$ cat src/hw/rtl/mba_pkg.sv
// ----------------------------------------------------------------------------
// mba_pkg
// Shared types, constants and the binary32 round-and-pack helper for the
// single-precision matrix multiply-add block.
// ----------------------------------------------------------------------------
package mba_pkg;

   // largest matrix side supported
   localparam int MBA_MAX_DIM = 8;

   // depth of the queue between front and back (power of two)
   localparam int MBA_QUEUE_DEPTH = 4;

   // canonical quiet nan
   localparam logic [31:0] FP_QNAN = 32'h7FC0_0000;

   // item kinds
   typedef enum logic [1:0] {
      KIND_A     = 2'd0,
      KIND_B     = 2'd1,
      KIND_C     = 2'd2,
      KIND_START = 2'd3
   } kind_type;

   // register indexes
   typedef enum logic [1:0] {
      CSR_ROW_COUNT   = 2'd0,
      CSR_COL_COUNT   = 2'd1,
      CSR_INNER_COUNT = 2'd2,
      CSR_BIAS_ENABLE = 2'd3
   } csr_index_type;

   // dimensions already clamped to 1..max
   typedef struct packed {
      logic [3:0] rows;
      logic [3:0] cols;
      logic [3:0] inner;
      logic       bias;
   } cfg_type;

   // round to nearest even and pack; man_in[26] is the leading one,
   // value = man_in / 2^26 * 2^(exp_in - 127), man_in[0] is sticky
   function automatic logic [31:0] fp_round_pack(input logic              sgn,
                                                 input logic signed [11:0] exp_in,
                                                 input logic [26:0]        man_in);
      logic [26:0]        man_sh;
      logic [26:0]        lost_mask;
      logic signed [11:0] shamt_full;
      logic [4:0]         shamt;
      logic [9:0]         exp_n;
      logic               inc;
      logic [24:0]        sum;
      logic [9:0]         exp_out;
      logic [31:0]        res;
      man_sh     = man_in;
      lost_mask  = '0;
      shamt_full = '0;
      shamt      = '0;
      exp_n      = '0;
      // denormalize when the exponent falls below the normal range
      if (exp_in >= 12'sd1) begin
         exp_n = exp_in[9:0];
      end else begin
         shamt_full = 12'sd1 - exp_in;
         if (shamt_full >= 12'sd27) begin
            man_sh = {26'd0, |man_in};
         end else begin
            shamt     = shamt_full[4:0];
            lost_mask = (27'd1 << shamt) - 27'd1;
            man_sh    = (man_in >> shamt) | {26'd0, |(man_in & lost_mask)};
         end
      end
      // nearest even
      inc = man_sh[2] & (man_sh[3] | man_sh[1] | man_sh[0]);
      sum = {1'b0, man_sh[26:3]} + {24'd0, inc};
      if (exp_n == 10'd0) begin
         exp_out = {9'd0, sum[23]};
      end else begin
         exp_out = exp_n + {9'd0, sum[24]};
      end
      if (exp_out >= 10'd255) begin
         res = {sgn, 8'hFF, 23'd0};
      end else begin
         res = {sgn, exp_out[7:0], sum[22:0]};
      end
      return res;
   endfunction

endpackage

$ cat src/hw/rtl/mba_front.sv
// ----------------------------------------------------------------------------
// mba_front
// Accepts input items, drops loads with an index outside the matrix,
// forms the element address and queues the item for the back end.
// ----------------------------------------------------------------------------
module mba_front #(
   parameter int MAX_DIM = mba_pkg::MBA_MAX_DIM,
   parameter int AW      = $clog2(MAX_DIM * MAX_DIM)
) (
   input  logic                clock,
   input  logic                reset,
   input  logic                req_valid,
   output logic                req_ready,
   input  logic [1:0]          req_kind,
   input  logic [2:0]          req_row,
   input  logic [2:0]          req_col,
   input  logic [31:0]         req_value,
   output logic                q_valid,
   input  logic                q_ready,
   output mba_pkg::kind_type   q_kind,
   output logic [AW-1:0]       q_addr,
   output logic [31:0]         q_value
);
   import mba_pkg::*;

   localparam int DEPTH = MBA_QUEUE_DEPTH;
   localparam int PW    = $clog2(DEPTH);

   kind_type      kind_ff  [DEPTH];
   logic [AW-1:0] addr_ff  [DEPTH];
   logic [31:0]   value_ff [DEPTH];
   logic [PW-1:0] wr_ptr_ff, wr_ptr_in;
   logic [PW-1:0] rd_ptr_ff, rd_ptr_in;
   logic [PW:0]   count_ff, count_in;

   kind_type      kind;
   logic          in_range, keep, push, pop;
   logic [AW-1:0] addr;

   // classify the incoming item
   assign kind     = kind_type'(req_kind);
   assign in_range = (4'(req_row) < 4'(MAX_DIM)) && (4'(req_col) < 4'(MAX_DIM));
   assign keep     = (kind == KIND_START) || in_range;
   assign addr     = AW'(req_row) * AW'(MAX_DIM) + AW'(req_col);

   // queue handshake
   assign req_ready = (count_ff != (PW + 1)'(DEPTH));
   assign push      = req_valid && req_ready && keep;
   assign q_valid   = (count_ff != '0);
   assign pop       = q_valid && q_ready;

   assign wr_ptr_in = push ? wr_ptr_ff + PW'(1) : wr_ptr_ff;
   assign rd_ptr_in = pop ? rd_ptr_ff + PW'(1) : rd_ptr_ff;
   always_comb begin
      count_in = count_ff;
      if (push && !pop) begin
         count_in = count_ff + (PW + 1)'(1);
      end else if (pop && !push) begin
         count_in = count_ff - (PW + 1)'(1);
      end
   end

   // queue pointers
   always_ff @(posedge clock) begin
      if (reset) begin
         wr_ptr_ff <= '0;
         rd_ptr_ff <= '0;
         count_ff  <= '0;
      end else begin
         wr_ptr_ff <= wr_ptr_in;
         rd_ptr_ff <= rd_ptr_in;
         count_ff  <= count_in;
      end
   end

   // queue storage
   always_ff @(posedge clock) begin
      if (push) begin
         kind_ff[wr_ptr_ff]  <= kind;
         addr_ff[wr_ptr_ff]  <= addr;
         value_ff[wr_ptr_ff] <= req_value;
      end
   end

   assign q_kind  = kind_ff[rd_ptr_ff];
   assign q_addr  = addr_ff[rd_ptr_ff];
   assign q_value = value_ff[rd_ptr_ff];

endmodule

$ cat config.mk
export PLATFORM = sky130hd
export DESIGN_NAME = mba_front
export DESIGN_NICKNAME = d
export VERILOG_FILES = /design/src/hw/rtl/mba_pkg.sv /design/src/hw/rtl/mba_front.sv
export SDC_FILE = /design/constraint.sdc
export NUM_CORES = 1
export LEC_CHECK = 0
export BUFFER_PORTS_ARGS = -buffer_cell sky130_fd_sc_hd__buf_2
export CORE_UTILIZATION = 55
export DETAILED_ROUTE_END_ITERATION = 12
export PLACE_DENSITY = 0.77
export SLEW_MARGIN = 0
export SYNTH_ARGS = -nofsm -noshare
export SYNTH_HDL_FRONTEND = slang
export SYNTH_SLANG_ARGS = --single-unit
$ cat constraint.sdc
create_clock -name clock -period 6.2 [get_ports clock]
set_input_delay 0.62 -clock clock [delete_from_list [all_inputs] [get_ports clock]]
set_output_delay 0.62 -clock clock [all_outputs]
set_load 0.02 [all_outputs]
==> flow_summary_export.csv, run 1 <==
group,metric,value,unit
global_route,grt_pass1_wl,15700,um
finish,diodes,0,
floorplan,start_util,0.573,
placement,numPortBuffers,85,
finish,num-nets-final,401,
floorplan,io_pins,86,
global_route,grt_pass1_vias,2914,
timing,max_freq,360,MHz
drt,via_count,2840,
critical_path,rrSetupSlack,4.00,ns
power,ir_drop,202,uV
logic_synthesis,syn_area_per_cell,24.5,um2
finish,final_util,0.669,
logic_synthesis,synth_cell_types,23,
floorplan,core,0.0110,mm2
logic_synthesis,async_reset_ff_frac,0,
job,cap_violations,0,
timing,rsz0062_at_grt,"no",
power,power.density,434,mW/mm2
timing,hold_violations,0,
timing,setup_viol,0,
timing,relSlewSlack,0.258,
timing,worst_pin_slew,1.11,ns
finish,drive_above_1_share,0.442,
finish,areaGrowthSynthToFinish,16.7,%
timing,fin_crit,2.78,ns
finish,seq_area,0.00499,mm2
finish,fillCellCount,730,
logic_synthesis,synthCells,257,
drt,viasPerCell,5.63,
logic_synthesis,netlist.area_leader.share,0.763,
floorplan,die_area,0.0119,mm2
timing,slew_viol_final,0,
floorplan,die_h,109,um
critical_path,critPathArrivalTime,2.16,ns
logic_synthesis,synth_top_area_cell,"edfxtp_1",
logic_synthesis,ys_ff_latch,169,
logic_synthesis,ys_seq_area_frac,0.792,
cts,path_clk_slew,0.06,ns
logic_synthesis,synthTopCellsByArea,"edfxtp_1 (76%), mux4_2 (14%), dfxtp_1 (2.9%), buf_12 (1.3%), ha_1 (0.99%)",
drt,finalWirelength,10100,um
critical_path,crit_path_max_fanout,40,
critical_path,startpoint_type,"register",
cts,ctsResizeCount,0,
cts,postCtsSetupBuffers,0,
cts,holdBufCountCts,0,
power,p_leak,0.00250,uW
critical_path,r2r_end,"count_ff[2]",
drt,drt_iter0_markers,123,
timing,min_period_over_period,0.448,
timing,skew,0.00670,ns
cts,insertion_delay,0.41,ns
critical_path,r2r_cells,8,
logic_synthesis,syn_nets,307,
logic_synthesis,yosysMostFrequentCell,"edfxtp_1",
global_route,antenna_found_initial,0,
logic_synthesis,yosys_warnings,0,
drt,drc,0,
timing,fin_setup_tns,0,ns
floorplan,die_x,109,um
logic_synthesis,synth-edff-count,160,
cts,cts_made_buffers,17,
status,status,"complete, no violations",
placement,place_hpwl,5690,um
critical_path,r2r-start,"count_ff[0]",
critical_path,cp.required,5.58,ns
drt,wire_per_inst,20.1,um
finish,multi_input_area,0.00119,mm2
critical_path,critPathKind,"register to primary output",
global_route,grt_max_degree,41,
global_route,track_usage,0.189,
logic_synthesis,synthTopCellsByCount,"edfxtp_1 (160), mux4_2 (40), dfxtp_1 (9)",
drt,ant_nets,0,
floorplan,std_cell_rows,38,
global_route,overflow,0,
min_path,worstHoldPathCells,1,
logic_synthesis,ys.flop_type,"edfxtp_1",
cts,clock_sinks,169,
cts,clk_path_buf_depth,2,
cts,clockRootBuffer,"clkbuf_16",
cts,cts_max_level,4,
power,p_total,3190,uW
min_path,hold_end,"value_ff[3][12]",
min_path,worstHoldStart,"req_value[12]",
min_path,hold_class,"input port to register",
critical_path,endpoint_kind,"primary output",
placement,gp_congestion,0.727,
logic_synthesis,synth_area,0.00629,mm2
drt,drt_pass1_iterations,4,
cts,cts_tree,"yes",
layer usage:
metal	GRT usage	vias to the layer above	routed length [um]
met1	0.250	1488	4250
li1	-	1264	-
met2	0.295	77	5160
met5	0	-	0
met3	0.0705	11	625
met4	0.0550	0	107
cell families (layout without fill, tap and decap cells):
family | Yosys count | count (layout) | share of synthesized area
AND/OR/NAND/NOR | 17 | 17 | 0.0133
multiplexers | 43 | 43 | 0.148
adder cells (fa/ha/maj) | 6 | 6 | 0.0131
flip-flops | 169 | 169 | 0.792
buffers and inverters | 13 | 120 | 0.0201
AO/OA/AOI/OAI | 5 | 5 | 0.00795
XOR/XNOR | 4 | 4 | 0.00556
report_power, final:
| group | internal, uW | leakage (uW) | switching [uW] | total (uW) |
|---|---|---|---|---|
| clock | 582 | 0.000266 | 391 | 973 |
| combinational | 327 | 0.000688 | 366 | 692 |
| sequential | 1390 | 0.00154 | 129 | 1520 |
| total | 2300 | 0.00250 | 886 | 3190 |
sequential cells by signal (all words and copies together), names as in the netlist, named ones only:
name       count
kind_ff        8
rd_ptr_ff      2
value_ff     128
wr_ptr_ff      2
addr_ff       24
count_ff       3
metrics by stage:
stage | instance area (um2) | cells | hold slack [ns] | setup slack [ns]
finish | 7340 | 504 | 0.423 | 3.42
global route | 7340 | 504 | 0.410 | 3.28
CTS | 7340 | 504 | 0.408 | 3.37
detailed placement | 6790 | 472 | 0.526 | 3.81
global placement | 6790 | 472 | 0.496 | 3.82
floorplan | 6290 | 257 | 0.482 | 3.95
layout by cell type, fill, tap and decap left out, types with 5 or more instances in the layout:
cell type / synthesis / routed
buf_2: 4 / 85
clkbuf_16: 0 / 17
dfxtp_1: 9 / 7
edfxtp_1: 160 / 160
ha_1: 5 / 5
mux4_2: 40 / 40
nor2_1: 8 / 8
worst max path at each step:
stage	start	endpoint	cells after the start	slack (ns)
after floorplan	req_valid	addr_ff[0][0]	2	3.95
after CTS	register	q_value[12]	2	3.37
after detailed placement	register	q_value[12]	2	3.81
after global routing	register	q_value[12]	2	3.28
final	register	q_value[12]	2	3.42
after global placement	register	q_value[0]	2	3.82
cell type report:
class	instances	share of cell area
Tap cell	140	0.0239
Clock inverter	8	0.00988
Inverter	3	0.00153
Sequential cell	169	0.679
Multi-Input combinational cell	75	0.162
Clock buffer	24	0.0656
Timing Repair Buffer	85	0.0579
worst max-delay path: stages (launching register included):
cell	delay, ns
dfxtp_4	0.89
mux4_2	0.64
buf_2	0.19
Power figures use the tool's default switching activity.
==> inputs of run 2 (changes only) <==
--- a/config.mk
+++ b/config.mk
@@ -5,10 +5,11 @@
 export SDC_FILE = /design/constraint.sdc
 export NUM_CORES = 1
 export LEC_CHECK = 0
+export ABC_AREA = 1
 export BUFFER_PORTS_ARGS = -buffer_cell sky130_fd_sc_hd__buf_2
-export CORE_UTILIZATION = 55
+export CORE_UTILIZATION = 51
 export DETAILED_ROUTE_END_ITERATION = 12
-export PLACE_DENSITY = 0.77
+export PLACE_DENSITY = 0.75
 export SLEW_MARGIN = 0
 export SYNTH_ARGS = -nofsm -noshare
 export SYNTH_HDL_FRONTEND = slang
==> constraint.sdc (replaced) <==
create_clock -name clock -period 2.4 [get_ports clock]
set_input_delay 0.24 -clock clock [delete_from_list [all_inputs] [get_ports clock]]
set_output_delay 0.24 -clock clock [all_outputs]
set_load 0.02 [all_outputs]
==> run 2 against run 1 <==
Design area increased by 4.7%. Synthesized cell count increased by 77%. Cell count increased by 45%. Utilization decreased by 5.7 points. First-iteration DRC count increased by 120%. Worst setup slack got worse by 3.2 ns. Clock skew decreased by 0.0026 ns. Sequential share of layout area decreased by 3.1 points. Register-to-register slack got worse by 3.6 ns. Critical path type unchanged. Largest cell class unchanged. Largest power group unchanged.
==> flow_summary_export.csv, run 2 <==
group,metric,value,unit
status,status,"complete, no violations",
logic_synthesis,synthXorXnorAreaFrac,0.00134,
floorplan,core,0.0126,mm2
logic_synthesis,ys_ff_latch,169,
timing,max_freq,453,MHz
critical_path,endpoint_kind,"primary output",
finish,reg.largest.list,"value_ff x128, addr_ff x24, kind_ff x8",
finish,diodes,0,
logic_synthesis,synth_mux_area_frac,0,
min_path,hold_class,"input port to register",
logic_synthesis,synthSimpleGateAreaFrac,0.0686,
finish,areaGrowthSynthToFinish,17.5,%
placement,numPortBuffers,85,
floorplan,die_h,115,um
cts,clock_sinks,169,
floorplan,die_x,115,um
drt,drc,0,
cts,cts_tree,"yes",
timing,worst_pin_slew,0.475,ns
timing,setup_viol,0,
finish,fillCellCount,958,
drt,viasPerCell,5.40,
cts,holdBufCountCts,0,
logic_synthesis,synthTopCellsByArea,"edfxtp_1 (73%), nor2_1 (5.3%), o21ai_1 (5.1%), o22ai_1 (3.8%), dfxtp_1 (2.8%)",
critical_path,crit_path_end,"q_kind[0]",
critical_path,crit_path_max_fanout,44,
logic_synthesis,netlist.area_leader.share,0.734,
floorplan,std_cell_rows,41,
power,power.density,1150,mW/mm2
logic_synthesis,synth_adder_area_share,0.0126,
logic_synthesis,syn_area_per_cell,14.4,um2
finish,final_util,0.612,
job,cap_violations,0,
timing,skew,0.00408,ns
placement,place_hpwl,7540,um
floorplan,die_area,0.0133,mm2
critical_path,critPathKind,"register to primary output",
cts,insertion_delay,0.42,ns
logic_synthesis,async_reset_ff_frac,0,
global_route,grt_pass1_vias,3879,
global_route,grt_pass1_wl,20000,um
critical_path,critPathArrivalTime,1.97,ns
logic_synthesis,synth-edff-count,160,
finish,num-nets-final,597,
critical_path,rrSetupSlack,0.40,ns
global_route,antenna_found_initial,0,
cts,ctsResizeCount,0,
timing,hold_violations,0,
critical_path,startpoint_type,"register",
logic_synthesis,yosysMostFrequentCell,"edfxtp_1",
placement,gp_congestion,0.807,
finish,layout_common_cells,"edfxtp_1 (160), nor2_1 (89), buf_2 (85), o21ai_1 (67), o22ai_1 (40)",
logic_synthesis,ys.flop_type,"edfxtp_1",
logic_synthesis,synth_area,0.00655,mm2
logic_synthesis,syn_nets,505,
drt,via_count,3954,
timing,rsz0062_at_grt,"no",
cts,postCtsSetupBuffers,0,
drt,drt_iter0_markers,274,
finish,layout_commonest_cell,"edfxtp_1",
logic_synthesis,synthCells,455,
power,ir_drop,722,uV
logic_synthesis,synth_compound_area_frac,0.104,
drt,ant_nets,0,
logic_synthesis,ys_seq_area_frac,0.761,
timing,min_period_over_period,0.920,
drt,finalWirelength,13100,um
logic_synthesis,synthTopCellsByCount,"edfxtp_1 (160), nor2_1 (93), o21ai_1 (67)",
floorplan,io_pins,86,
logic_synthesis,synth_top_family_by_area,"compound AO/OA/AOI/OAI gates",
cts,clockRootBuffer,"clkbuf_16",
cts,cts_max_level,4,
finish,drive_above_1_share,0.261,
timing,relSlewSlack,0.683,
timing,holdWs,0.0322,ns
timing,fin_crit,2.21,ns
global_route,grt_max_degree,81,
critical_path,cp.required,2.16,ns
timing,slew_viol_final,0,
finish,largest_reg_flops,128,
cts,cts_made_buffers,17,
cts,path_clk_slew,0.07,ns
logic_synthesis,synth_cell_types,24,
logic_synthesis,yosys_warnings,0,
floorplan,start_util,0.521,
global_route,overflow,0,
drt,drt_pass1_iterations,4,
global_route,track_usage,0.208,
drt,wire_per_inst,17.9,um
critical_path,r2r_cells,9,
logic_synthesis,synth_top_area_cell,"edfxtp_1",
power,p_leak,0.00274,uW
critical_path,r2r-start,"count_ff[0]",
finish,largest_register,"value_ff",
critical_path,r2r_end,"count_ff[1]",
cts,clk_path_buf_depth,2,
[run 2: cells by family (layout without fill, tap and decap cells)]
group	after synthesis	in the layout
AO/OA/AOI/OAI	124	124
XOR/XNOR	1	1
buffers and inverters	41	146
flip-flops	169	169
adder cells (fa/ha/maj)	6	6
AND/OR/NAND/NOR	114	114
[run 2: area by class of cell]
cell class	instances	area, um2	share of cell area
Sequential cell	169	4990	0.649
Multi-Input combinational cell	245	1250	0.163
Timing Repair Buffer	98	536	0.0696
Clock buffer	17	425	0.0553
Tap cell	172	215	0.0280
Clock inverter	15	201	0.0262
Inverter	16	72.6	0.00943
[run 2: worst min path at each step]
stage	startpoint	endpoint	cells past startpoint	slack, ns
CTS	req_value[12]	value_ff[1][12]	1	0.02
detailed placement	req_col[2]	addr_ff[2][2]	1	0.45
floorplan	reset	register	1	0.31
global route	req_value[4]	value_ff[0][4]	1	0.02
finish	req_value[12]	value_ff[0][12]	1	0.03
global placement	req_value[10]	value_ff[3][10]	1	0.45
[run 2: worst max-delay path: stages (launching register included)]
cell	delay [ns]
dfxtp_4	0.65
buf_12	0.28
o21ai_0	0.12
o22ai_1	0.24
buf_2	0.21
[run 2: stage by stage]
| stage | std cells | setup slack [ns] | instance area, um2 | total power, uW | TNS, ns |
|---|---|---|---|---|---|
| 4_1_cts | 732 | 0.211 | 7690 | 8880 | 0 |
| 6_report | 732 | 0.191 | 7690 | 8810 | 0 |
| 5_1_grt | 732 | 0.111 | 7690 | 9220 | 0 |
| 2_1_floorplan | 455 | -0.433 | 6550 | 5460 | -69.29 |
| 3_5_place_dp | 700 | 0.423 | 7070 | 6040 | 0 |
| 3_3_place_gp | 700 | 0.538 | 7070 | 5940 | 0 |
[run 2: power breakdown]
group / internal (uW) / total, uW / switching [uW]
Sequential: 3590 / 3770 / 184
Clock: 1740 / 2840 / 1100
Combinational: 679 / 2200 / 1520
Total: 6010 / 8810 / 2800
[run 2: routing by layer]
metal / up-vias / track usage / share of wire
met5: - / 0 / 0
met1: 1967 / 0.256 / 0.43
met4: 0 / 0.0866 / 0.012
li1: 1864 / - / -
met3: 14 / 0.0538 / 0.050
met2: 109 / 0.352 / 0.51
